==> config.mk <==
export PLATFORM = sky130hd
export DESIGN_NAME = ahpt_cfg_apb
export DESIGN_NICKNAME = d
export VERILOG_FILES = /design/src/hw/rtl/ahpt_pkg.sv /design/src/hw/rtl/ahpt_cfg_apb.sv
export SDC_FILE = /design/constraint.sdc
export NUM_CORES = 1
export LEC_CHECK = 0
export BUFFER_PORTS_ARGS = -buffer_cell sky130_fd_sc_hd__buf_4
export CAP_MARGIN = 20
export CORE_ASPECT_RATIO = 1.1
export CORE_MARGIN = 2
export CORE_UTILIZATION = 26
export DETAILED_ROUTE_END_ITERATION = 8
export PLACE_DENSITY = 0.91
export SLEW_MARGIN = 20
export SYNTH_ARGS = -nofsm -noshare
export SYNTH_HDL_FRONTEND = slang
export SYNTH_SLANG_ARGS = --single-unit
export TNS_END_PERCENT = 10
==> constraint.sdc <==
create_clock -name i_clk -period 1.37 [get_ports i_clk]
set_clock_uncertainty 0.05 [all_clocks]
set_input_delay 0.411 -clock i_clk [delete_from_list [all_inputs] [get_ports i_clk]]
set_output_delay 0.411 -clock i_clk [all_outputs]
set_load 0.01 [all_outputs]
==> src/hw/rtl/ahpt_pkg.sv <==
// Shared constants, types and control structs of the address hotspot profile table.
// No dependencies.
package ahpt_pkg;

    localparam int TABLE_SLOTS   = 256;
    localparam int OUTCOME_KINDS = 8;
    localparam int SLOT_BITS     = $clog2(TABLE_SLOTS);
    localparam int OC_BITS       = (OUTCOME_KINDS > 1) ? $clog2(OUTCOME_KINDS) : 1;

    localparam logic [31:0] HASH_MULT = 32'd2654435761;
    localparam logic [7:0]  OC_LIMIT  = 8'(OUTCOME_KINDS);

    localparam int APB_ADDR_W = 3;
    localparam logic [0:0] REG_OUTCOME_FALLBACK = 1'b0;

    typedef enum logic [1:0] {
        STATUS_HIT      = 2'd0,
        STATUS_NEW      = 2'd1,
        STATUS_OVERFLOW = 2'd2
    } t_status;

    typedef enum logic [1:0] {
        ST_IDLE,
        ST_READ,
        ST_CHECK,
        ST_OUT
    } t_state;

    typedef struct packed {
        logic [31:0] address;
        logic [31:0] samples;
        logic [63:0] cycle_sum;
        logic [31:0] cycle_max;
    } t_slot_row;

    typedef struct packed {
        logic [31:0] samples;
        logic [63:0] cycles;
    } t_lane;

    typedef struct packed {
        logic                 rd_en;
        logic [SLOT_BITS-1:0] rd_idx;
        logic [OC_BITS-1:0]   rd_oc;
        logic                 wr_en;
        logic                 wr_new;
        logic [SLOT_BITS-1:0] wr_idx;
        logic [OC_BITS-1:0]   wr_oc;
        t_slot_row            wr_row;
        t_lane                wr_lane;
    } t_store_req;

    typedef struct packed {
        logic      valid;
        t_slot_row row;
        t_lane     lane;
    } t_store_rsp;

    typedef struct packed {
        logic               sample;
        logic [31:0]        cycles;
        logic [OC_BITS-1:0] oc;
        logic               insert;
        logic               overflow;
    } t_tot_upd;

    typedef struct packed {
        logic [31:0] samples;
        logic [63:0] cycle_sum;
        logic [31:0] cycle_max;
        logic [8:0]  occupied;
        logic [31:0] overflow;
    } t_totals;

endpackage

==> src/hw/rtl/ahpt_cfg_apb.sv <==
// APB register block: outcome fallback register.
// Depends on ahpt_pkg.
module ahpt_cfg_apb
    import ahpt_pkg::*;
(
    input  logic                  i_clk,
    input  logic                  i_rst_n,
    input  logic                  psel,
    input  logic                  penable,
    input  logic                  pwrite,
    input  logic [APB_ADDR_W-1:0] paddr,
    input  logic [31:0]           pwdata,
    output logic [31:0]           prdata,
    output logic                  pready,
    output logic [2:0]            o_fallback
);

    logic [2:0] r_fallback;
    logic [0:0] w_reg_idx;
    logic       w_wr;

    assign w_reg_idx  = paddr[APB_ADDR_W-1:2];
    assign w_wr       = psel && penable && pwrite;
    assign pready     = 1'b1;
    assign o_fallback = r_fallback;

    always_ff @(posedge i_clk) begin
        if (!i_rst_n) begin
            r_fallback <= 3'd0;
        end else if (w_wr && (w_reg_idx == REG_OUTCOME_FALLBACK)) begin
            r_fallback <= pwdata[2:0];
        end
    end

    always_comb begin
        unique case (w_reg_idx)
            REG_OUTCOME_FALLBACK: prdata = {29'd0, r_fallback};
            default:              prdata = 32'd0;
        endcase
    end

endmodule

# [Word level (Yosys, flattened, before mapping)]
# Cells that the tools add are included.
[classes] reduce_logical=3 bitwise=1 n_mux=1
[op_table] operator="$logic_and 1x1->1" n=3
[op_table] operator="$mux 3" n=1
[op_table] operator="$not 1->1" n=1
[word_totals] word_cells=6 out_inout_bits=36 ff_bits=3 in_bits=40

# [Logic depth before layout (Yosys ltp)]
[logic_depth] ltp_word=3 depth_mapped=3 ltp_nobuf=2

# [Worst setup path after synthesis]
# OpenSTA, ideal clock, no wires.
[synth_timing] path_kind="input port to output port" from="in paddr[2]" to="out prdata[0]" stages=1 required_ns=0.909 path_buffers=0 setup_slack_ns=0.286 t_arrival_ns=0.623 cell_sequence="and2b_2"
[synth_via] elab_chain_cells=1
[synth_lines] element="start, declared" line_no="ahpt_cfg_apb.sv:11" rtl="input logic [APB_ADDR_W-1:0] paddr,"
[synth_lines] element="$mux 3" line_no="ahpt_cfg_apb.sv:36" rtl="unique case (w_reg_idx)"
[synth_lines] element="end, declared" line_no="ahpt_cfg_apb.sv:13" rtl="output logic [31:0] prdata,"
# Every way passes these cells.

# [Worst setup path in the final report]
[layout_timing] from="reg r_fallback[0], in the netlist o_fallback[0]" to="out prdata[0]"
[layout_via] elab_chain_cells=1
[layout_lines] element="start, declared" line_no="ahpt_cfg_apb.sv:18" rtl="logic [2:0] r_fallback;"
[layout_lines] element="start signal, assigned" line_no="ahpt_cfg_apb.sv:31" rtl="r_fallback <= pwdata[2:0];"
[layout_lines] element="$mux 3" line_no="ahpt_cfg_apb.sv:36"
# Every way passes these cells.

==> metrics.yaml <==
synthesis:
  synthTopCellsByArea: "buf_4 58%, dfxtp_1 16%, mux2i_1 7.8%"
  synth_fa_ha_area_frac: 0
  netlist_area_um2: 387
  netlist_instances: 49
  synth_top_family_by_area: "buffers and inverters"
  yosysTopAreaCellShare: 0.583
  seq_area_frac_synth: 0.155
  syn_avg_cell_area_um2: 7.89
  yosys.area_share.simple: 0.152
  yosysWarnings: 0
  ys_seq_elements: 3
  synthMuxAreaShare: 0.0777
  synth-compound-area-share: 0
  synth.largest_area_cell: "buf_4"
  synthXorXnorAreaFrac: 0
  synthDistinctLibCells: 8
finish:
  syn2layout_area_growth_pct: 10.7
  n_fill_cell: 165
  fin_util: 0.309
  largest_reg_flops: 3
  antenna_cells: 0
  fin_nets: 106
  layout-drive-gt1-share: 0.369
grt:
  overflow: 0
  grt_pass1_wl_um: 710
  grt_use_total: 0.0656
  antenna_found_initial: 0
  grt_start_max_net_pins: 7
  first_global_vias: 180
placed_design:
  dp_hpwl_um: 510
  place.gp.congestion: 0.590
  io_buffers: 14
sta:
  rsz0062_at_grt: "no"
  hold_violations: 0
  slew_violations: 0
  fin_crit_ns: 1.33
  setup-violations-final: 0
  fmax_mhz: 753
  tns_ns: 0
  timing.final.crit_share: 0.970
setup_path:
  crit_path_end_kind: "output pin"
  cp.arrival_ns: 0.87
  r2r_cells: 3
  crit_path_max_fanout: 3
  crit_type: "register to output pin"
  startpoint_type: "register"
  ff2ff_setup_slack_ns: 0.66
  rr_endpoint: "o_fallback[2]$_SDFFE_PN0P_"
  r2r_start: "o_fallback[2]$_SDFFE_PN0P_"
  critPathRequiredTime_ns: 0.91
worst_hold_path:
  hold_class: "primary input to register"
  hp-start: "pwdata[0]"
  worstHoldPathCells: 3
  worst_hold_path.endpoint: "o_fallback[0]$_SDFFE_PN0P_"
drt:
  wl_um: 572
  num_vias: 260
  via_per_inst: 3.21
  drt_iter0_markers: 1
  drc: 0
  drtPass1Iterations: 2
  ant_nets: 0
  wl_per_cell_um: 7.06
clocking:
  cts_made_buffers: 3
  clock-sinks: 3
  clk_latency_ns: 0.23
  cts_tree: "done"
  hold_buffers: 0
  clk_pin_slew_worst_paths_ns: 0.04
  ctsRootBufferMaster: "clkbuf_4"
  cts_buffer_depth: 2
  htree_levels: 1
die:
  initial_core_util: 0.279
  die_area_mm2: 0.00181
  die_w_um: 40.8
  core_area_mm2: 0.00138
  num_rows: 14
  io_pins: 76
  die_h_um: 44.4
power_and_ir_drop:
  power.leakage_nw: 0.255
  power_density_mw_per_mm2: 735
  vdd_drop_max_v: 0.000377
run_status:
  status: "finished clean"
flow_run:
  drv_cap: 0
[worst max path at each step]
stage                 to  cells past startpoint                  startpoint
2_1_floorplan  prdata[0]                      1                    paddr[2]
3_3_place_gp   prdata[0]                      3                    paddr[2]
3_5_place_dp   prdata[2]                      3                    paddr[2]
4_1_cts        prdata[2]                      2  o_fallback[2]$_SDFFE_PN0P_
5_1_grt        prdata[0]                      2  o_fallback[0]$_SDFFE_PN0P_
6_report       prdata[0]                      2  o_fallback[0]$_SDFFE_PN0P_
[synth_stat cells]
| master | number |
|---|---|
| buf_4 | 30 |
| nand2_1 | 6 |
| mux2i_1 | 3 |
| and4b_1 | 1 |
| and2b_2 | 3 |
| conb_1 | 2 |
| dfxtp_1 | 3 |
| buf_2 | 1 |
[area by class of cell]
| cell class | instances | area (um^2) | area share |
|---|---|---|---|
| clock buffers | 4 | 26.3 | 0.0614 |
| multi-input cells | 43 | 201 | 0.471 |
| flip-flops and latches | 3 | 63.8 | 0.149 |
| well taps | 16 | 20.0 | 0.0468 |
| repair buffers | 15 | 116 | 0.272 |
[where the power goes]
group	internal [mW]	switching [mW]
Clock	0.109	0.0420
Combinational	0.0237	0.0484
Sequential	0.0903	0.00154
[layer usage]
layer  GRT usage  share of wire  vias to the layer above
li1            -              -                      122
met2       0.102           0.46                       32
met3      0.0151           0.17                        2
met5           0              0                        -
met1      0.0608           0.33                      104
met4      0.0800          0.033                        0
[critical path, stage by stage (launching register included)]
cell	delay [ns]
dfxtp_2	0.32
and2b_2	0.18
buf_4	0.13
[repair_timing]
| action | in CTS | in global routing |
|---|---|---|
| setup buffers | 0 | 1 |
| gates resized for setup | 0 | 4 |
| endpoints found under the setup margin | 0 | 3 |
[cell families (layout without fill, tap and decap cells)]
logic type    Yosys count  in the layout
buf+inv                31             19
flops                   3              3
mux                     3              3
other cells             2             30
simple gates           10             10
[cells in the final DEF, fill, tap and decap left out]
cell / netlist / layout
mux2i_1: 3 / 3
conb_1: 2 / 30
clkbuf_1: 0 / 1
nand2_1: 6 / 6
dfxtp_2: 0 / 3
and4b_1: 1 / 1
buf_4: 30 / 14
and2b_2: 3 / 3
clkbuf_4: 0 / 3
buf_6: 0 / 1
[per-stage QoR]
stage          cells  hold WS, ns  setup slack [ns]  area, um^2  power [mW]
4_1_cts           80        0.382           0.00557         413       0.320
2_1_floorplan     77        0.437             0.286         492       0.201
3_3_place_gp      76        0.429            0.0748         387       0.161
3_5_place_dp      76        0.433            0.0598         387       0.162
5_1_grt           81        0.390            0.0138         428       0.338
6_report          81        0.381            0.0417         428       0.315
(Power assumes the default switching activity.)
