`src/hw/rtl/ahpt_pkg.sv`:
```
// Shared constants, types and control structs of the address hotspot profile table.
// No dependencies.
package ahpt_pkg;

    localparam int TABLE_SLOTS   = 256;
    localparam int OUTCOME_KINDS = 8;
    localparam int SLOT_BITS     = $clog2(TABLE_SLOTS);
    localparam int OC_BITS       = (OUTCOME_KINDS > 1) ? $clog2(OUTCOME_KINDS) : 1;

    localparam logic [31:0] HASH_MULT = 32'd2654435761;
    localparam logic [7:0]  OC_LIMIT  = 8'(OUTCOME_KINDS);

    localparam int APB_ADDR_W = 3;
    localparam logic [0:0] REG_OUTCOME_FALLBACK = 1'b0;

    typedef enum logic [1:0] {
        STATUS_HIT      = 2'd0,
        STATUS_NEW      = 2'd1,
        STATUS_OVERFLOW = 2'd2
    } t_status;

    typedef enum logic [1:0] {
        ST_IDLE,
        ST_READ,
        ST_CHECK,
        ST_OUT
    } t_state;

    typedef struct packed {
        logic [31:0] address;
        logic [31:0] samples;
        logic [63:0] cycle_sum;
        logic [31:0] cycle_max;
    } t_slot_row;

    typedef struct packed {
        logic [31:0] samples;
        logic [63:0] cycles;
    } t_lane;

    typedef struct packed {
        logic                 rd_en;
        logic [SLOT_BITS-1:0] rd_idx;
        logic [OC_BITS-1:0]   rd_oc;
        logic                 wr_en;
        logic                 wr_new;
        logic [SLOT_BITS-1:0] wr_idx;
        logic [OC_BITS-1:0]   wr_oc;
        t_slot_row            wr_row;
        t_lane                wr_lane;
    } t_store_req;

    typedef struct packed {
        logic      valid;
        t_slot_row row;
        t_lane     lane;
    } t_store_rsp;

    typedef struct packed {
        logic               sample;
        logic [31:0]        cycles;
        logic [OC_BITS-1:0] oc;
        logic               insert;
        logic               overflow;
    } t_tot_upd;

    typedef struct packed {
        logic [31:0] samples;
        logic [63:0] cycle_sum;
        logic [31:0] cycle_max;
        logic [8:0]  occupied;
        logic [31:0] overflow;
    } t_totals;

endpackage

```
`src/hw/rtl/ahpt_totals.sv`:
```
// Global totals: sample count, cycle sum and max, per-outcome tallies,
// occupancy and overflow counters. Depends on ahpt_pkg.
module ahpt_totals
    import ahpt_pkg::*;
(
    input  logic     i_clk,
    input  logic     i_rst_n,
    input  t_tot_upd i_upd,
    output t_totals  o_tot
);

    t_totals     r_tot;
    logic [31:0] r_oc_samples [OUTCOME_KINDS];
    logic [63:0] r_oc_cycles  [OUTCOME_KINDS];

    assign o_tot = r_tot;

    always_ff @(posedge i_clk) begin
        if (!i_rst_n) begin
            r_tot <= '0;
            for (int k = 0; k < OUTCOME_KINDS; k++) begin
                r_oc_samples[k] <= 32'd0;
                r_oc_cycles[k]  <= 64'd0;
            end
        end else begin
            if (i_upd.sample) begin
                r_tot.samples   <= r_tot.samples + 32'd1;
                r_tot.cycle_sum <= r_tot.cycle_sum + {32'd0, i_upd.cycles};
                if (i_upd.cycles > r_tot.cycle_max) begin
                    r_tot.cycle_max <= i_upd.cycles;
                end
                r_oc_samples[i_upd.oc] <= r_oc_samples[i_upd.oc] + 32'd1;
                r_oc_cycles[i_upd.oc]  <= r_oc_cycles[i_upd.oc] + {32'd0, i_upd.cycles};
            end
            if (i_upd.insert) begin
                r_tot.occupied <= r_tot.occupied + 9'd1;
            end
            if (i_upd.overflow) begin
                r_tot.overflow <= r_tot.overflow + 32'd1;
            end
        end
    end

endmodule

```
`config.mk`:
```
export PLATFORM = sky130hd
export DESIGN_NAME = ahpt_totals
export DESIGN_NICKNAME = d
export VERILOG_FILES = /design/src/hw/rtl/ahpt_pkg.sv /design/src/hw/rtl/ahpt_totals.sv
export SDC_FILE = /design/constraint.sdc
export NUM_CORES = 1
export LEC_CHECK = 0
export ABC_AREA = 1
export BUFFER_PORTS_ARGS = -buffer_cell sky130_fd_sc_hd__buf_4
export CORE_MARGIN = 1.5
export CORE_UTILIZATION = 60
export CTS_CLUSTER_DIAMETER = 60
export DETAILED_ROUTE_END_ITERATION = 8
export PLACE_DENSITY = 0.85
export SLEW_MARGIN = 25
export SYNTH_ARGS = -nofsm -noshare
export SYNTH_HDL_FRONTEND = slang
export SYNTH_SLANG_ARGS = --single-unit
```
`constraint.sdc`:
```
create_clock -name i_clk -period 3.5 [get_ports i_clk]
set_input_delay 0.35 -clock i_clk [delete_from_list [all_inputs] [get_ports i_clk]]
set_output_delay 0.35 -clock i_clk [all_outputs]
set_load 0.005 [all_outputs]
```
Yosys cells after proc, flatten, opt, wreduce, memory -nomap -nowiden
Index checks and enable logic that the tools add are counted.
Storage, ports and cells
  register bits after elaboration: 169
  input bits: 40
  output and inout port bits: 169
Cells by class
  add/subtract/negate cells: 4
  magnitude comparators: 1
  reductions and logical operators: 1
Operator list (count)
  $add 32x1->32 const B: 2
  $add 64x32->64: 1
  $gt 32x32->1: 1
  $add 9x1->9 const B: 1
  $reduce_and 2->1: 1

Logic depth before layout (Yosys ltp)
  word-level depth: 2
  depth in mapped cells: 17
  gate-level depth less buffers: 16

Worst setup path after synthesis
OpenSTA, ideal clock, no wires.
  path kind: input port to flip-flop
  start point: input port i_upd[5] (netlist name)
  end point: register r_tot (netlist bit o_tot[113])
  library setup time: 0.115 ns
  arrival: 1.848 ns
  data required time: 3.385 ns
  setup slack: 1.537 ns
  stages: 12
  buffers on the path: 0
  path through: ha_1 fa_1 nand3_1 nand3_1 nand2_1 nand2_1 nand2_1 nand3_2 nand2_1 nand2_1 a21oi_1 nor2_1
On the way
  word-level cells in the longest chain between the ends: 1
RTL lines
  start: declaration: line ahpt_totals.sv:8  | input t_tot_upd i_upd,
  $add 64x32->64: line ahpt_totals.sv:28  | r_tot.cycle_sum <= r_tot.cycle_sum + {32'd0, i_upd.cycles};
  end: declaration: line ahpt_totals.sv:12  | t_totals r_tot;
Every way passes these cells.
A chain may end at the register's enable or synchronous reset.

Worst setup path after layout
  start point: register r_tot (netlist bit o_tot[73])
  end point: register r_tot (netlist bit o_tot[133])
On the way
  word-level cells in the longest chain between the ends: 1
RTL lines (line)
  $add 64x32->64: ahpt_totals.sv:28
Every way passes these cells.

==> flow_summary_export.csv <==
group,metric,value,unit
clock_network,numClockSinks,169,
global_route,grt_pass1_wl,53.9,mm
cells_and_area,drive_gt1_frac,0.140,
floorplanning,dieWidth,143,um
global_route,grt_antenna_before_repair,0,
clock_network,clkTransAtPathRegs,0.07,ns
worst_setup_path,reg2regPathDepth,12,
yosys,avgSynthCellArea,6.06,um^2
global_route,track_usage,0.330,
cells_and_area,syn_to_final_growth,19.6,%
detailed_routing,ant_nets,0,
power_and_ir_drop,leakagePower,7.24,nW
clock_network,postCtsResizedCells,0,
sta,final_hold_viol_count,0,
clock_network,htreeDepth,4,
yosys,syn_area,11800,um^2
power_and_ir_drop,p_per_area,380,nW/um^2
clock_network,clockBufferDepth,2,
clock_network,cts_tree,"done",
clock_network,insertion_delay,0.45,ns
sta,relSlewSlack,0.544,
detailed_routing,drt-pass1-iter-count,5,
worst_setup_path,critPathCaptureType,"flop",
placement,pre_cts_ws,0.966,ns
sta,rsz0062_at_grt,"no",
detailed_routing,finalWirelength,34.0,mm
floorplanning,rows,51,
job,cap_violations,0,
floorplanning,dieArea,20400,um^2
yosys,yosysSeqAreaShare,0.288,
worst_setup_path,crit_arrival,2.72,ns
global_route,grt_overflow,0,
sta,tns,0,ns
clock_network,numCtsBuffers,17,
yosys,synth_cells,1940,
detailed_routing,via_per_inst,5.29,
floorplanning,pin_count,209,
clock_network,cts-root-buf,"clkbuf_16",
yosys,yosys.area.top_type,"dfxtp_1",
worst_setup_path,cp_max_fo,4,
yosys,synthesis.nets,2048,
global_route,grt_max_degree,65,
worst_setup_path,required,3.84,ns
yosys,synth_top_cell_area_share,0.288,
placement,place_hpwl,26.2,mm
placement,placed_area,13500,um^2
yosys,yosysUniqueCellTypes,40,
cells_and_area,n_antenna_cell,0,
power_and_ir_drop,ir_worst_vdd,348,uV
worst_setup_path,cp_cell_sequence,"ha_1 > fa_1 > nand3_1 > nand3_1 > nand2_1 > nand2_1 > nand2_1 > nand2_1 > nand2_1 > nand3_2 > a21oi_1 > nor2_1",
worst_setup_path,cp-start-kind,"flop",
placement,place_congestion,0.973,
sta,final.setup_skew,0.0130,ns
worst_setup_path,crit_type,"reg -> reg",
sta,timing.hold.ws,0.120,ns
sta,tightest_slew,0.684,ns
floorplanning,die_y,143,um
worst_setup_path,cp_slowest_cell,"fa_1",
cells_and_area,fin_area,14100,um^2
clock_network,cts_hold_buf,0,
floorplanning,core,19300,um^2
detailed_routing,dr_total_vias,12703,
cells_and_area,largest_register_ffs,169,
sta,finalMaxSlewViolations,0,
sta,max_freq,419,MHz
sta,setup_viol,0,
min_path,hp-class,"in -> reg",
yosys,synth_seq_cells,169,
yosys,synthTopCellsByArea,"dfxtp_1 (29%), nand2_1 (16%), inv_1 (11%), nor2_1 (9.5%), ha_1 (7.1%)",
placement,portBuffers,205,
detailed_routing,wl_per_cell,14.2,um
clock_network,post_cts_buffers,0,
sta,final.setup.worst_slack,1.11,ns
min_path,hold_depth,2,
detailed_routing,drt_iter0_drc,775,
floorplanning,start_util,0.608,
cells_and_area,final_nets,2232,
detailed_routing,drc_errors,0,
worst_setup_path,crit_path_frequent_cell,"nand2_1",
global_route,grt_pass1_vias,11230,
yosys,ys_warn_count,0,
sta,min_period,2.39,ns
worst_setup_path,reg2reg_slack,1.11,ns
run_status,outcome,"finished, final reports clean",
worst_setup_path,cp_slowest_stage_delay,0.44,ns
sta,finalCritPeriodShare,0.682,
## critical path: cells and delay by family (launching register included)
kind / cells / cell delay, ns
flip-flops: 1 / 0.32
AND/OR/NAND/NOR: 9 / 1.09
adder cells (fa/ha/maj): 2 / 0.68
AO/OA/AOI/OAI: 1 / 0.17
## power breakdown
group          internal (mW)  switching (mW)
clock                   1.01           0.920
combinational          0.494           0.820
sequential              2.02          0.0856
## metal layers
metal / GRT usage / up-vias / wire length (um)
met3: 0.0563 / 77 / 2360
li1: - / 6432 / -
met2: 0.559 / 460 / 15900
met5: 0 / - / 0
met4: 0.123 / 0 / 1080
met1: 0.419 / 5734 / 14700
## layout by cell type, fill, tap and decap left out, types with 3 or more instances in the layout
cell type,Yosys,layout
inv_8,0,4
xnor2_1,8,8
nand3_1,143,143
a21oi_1,135,135
nor2_1,296,296
nor4_2,3,3
nor2_2,19,19
o21a_1,4,4
ha_1,67,67
dfxtp_1,169,169
nand3_2,13,13
nand2_1,507,507
inv_2,5,5
nor3_2,6,6
clkbuf_16,0,17
nor4_1,6,6
a211oi_1,3,3
and3_1,3,3
inv_1,337,337
nor3_1,32,32
xor2_1,30,30
o21ai_0,52,52
buf_4,6,209
nand4_1,24,24
nand2_2,7,7
nor3b_1,6,6
a21o_1,3,3
clkinvlp_4,0,5
## through the flow
| stage | std cells | power [mW] | utilization |
|---|---|---|---|
| floorplan | 1940 | 3.00 | - |
| finish | 2401 | 5.35 | 0.727 |
| CTS | 2401 | 5.35 | 0.727 |
| global placement | 2370 | 3.40 | 0.697 |
| global route | 2401 | 5.62 | 0.727 |
| detailed placement | 2370 | 3.44 | 0.697 |
## cell usage after synthesis
master / number
buf_4: 6
nand3_1: 143
a31oi_1: 2
and2_1: 1
nand3b_1: 1
o211ai_1: 2
o21bai_1: 2
nor3_2: 6
o21ai_0: 52
nor3_1: 32
a211oi_1: 3
nor4_2: 3
nor2_1: 296
o21a_1: 4
nor3b_1: 6
xnor2_1: 8
buf_2: 13
nand2_1: 507
nor2_2: 19
nor3_4: 2
nor4_1: 6
clkbuf_1: 15
a21o_1: 3
a41oi_1: 1
and3_1: 3
nand2_4: 1
clkinv_1: 1
nand3_2: 13
buf_1: 11
nand2_2: 7
xor2_1: 30
fa_1: 1
inv_2: 5
ha_1: 67
a21oi_2: 2
inv_1: 337
nand4_2: 1
nand4_1: 24
dfxtp_1: 169
a21oi_1: 135
## cell families (layout without fill, tap and decap cells)
kind of cell             after synthesis  in the layout  share of synthesized area
AND/OR/NAND/NOR                     1071           1071                      0.392
XOR/XNOR                              38             38                     0.0283
adder cells (fa/ha/maj)               68             68                     0.0730
AO/OA/AOI/OAI                        206            206                     0.0919
buffers and inverters                388            584                      0.127
flip-flops                           169            169                      0.288
## worst paths after layout
check | from | to
min reg2reg | o_tot[40] | o_tot[40]
min | i_upd[1] | o_tot[32]
max reg2reg | o_tot[73] | o_tot[133]
max | o_tot[73] | o_tot[133]
## final cells by class
type                            instances  area, um^2
Sequential cell                       169        3380
Inverter                              343        1290
Timing Repair Buffer                  210        1590
Tap cell                              265         332
Clock buffer                           17         425
Fill cell                            1752        5280
Clock inverter                         14         163
Multi-Input combinational cell       1383        6880
(Power assumes the default switching activity.)
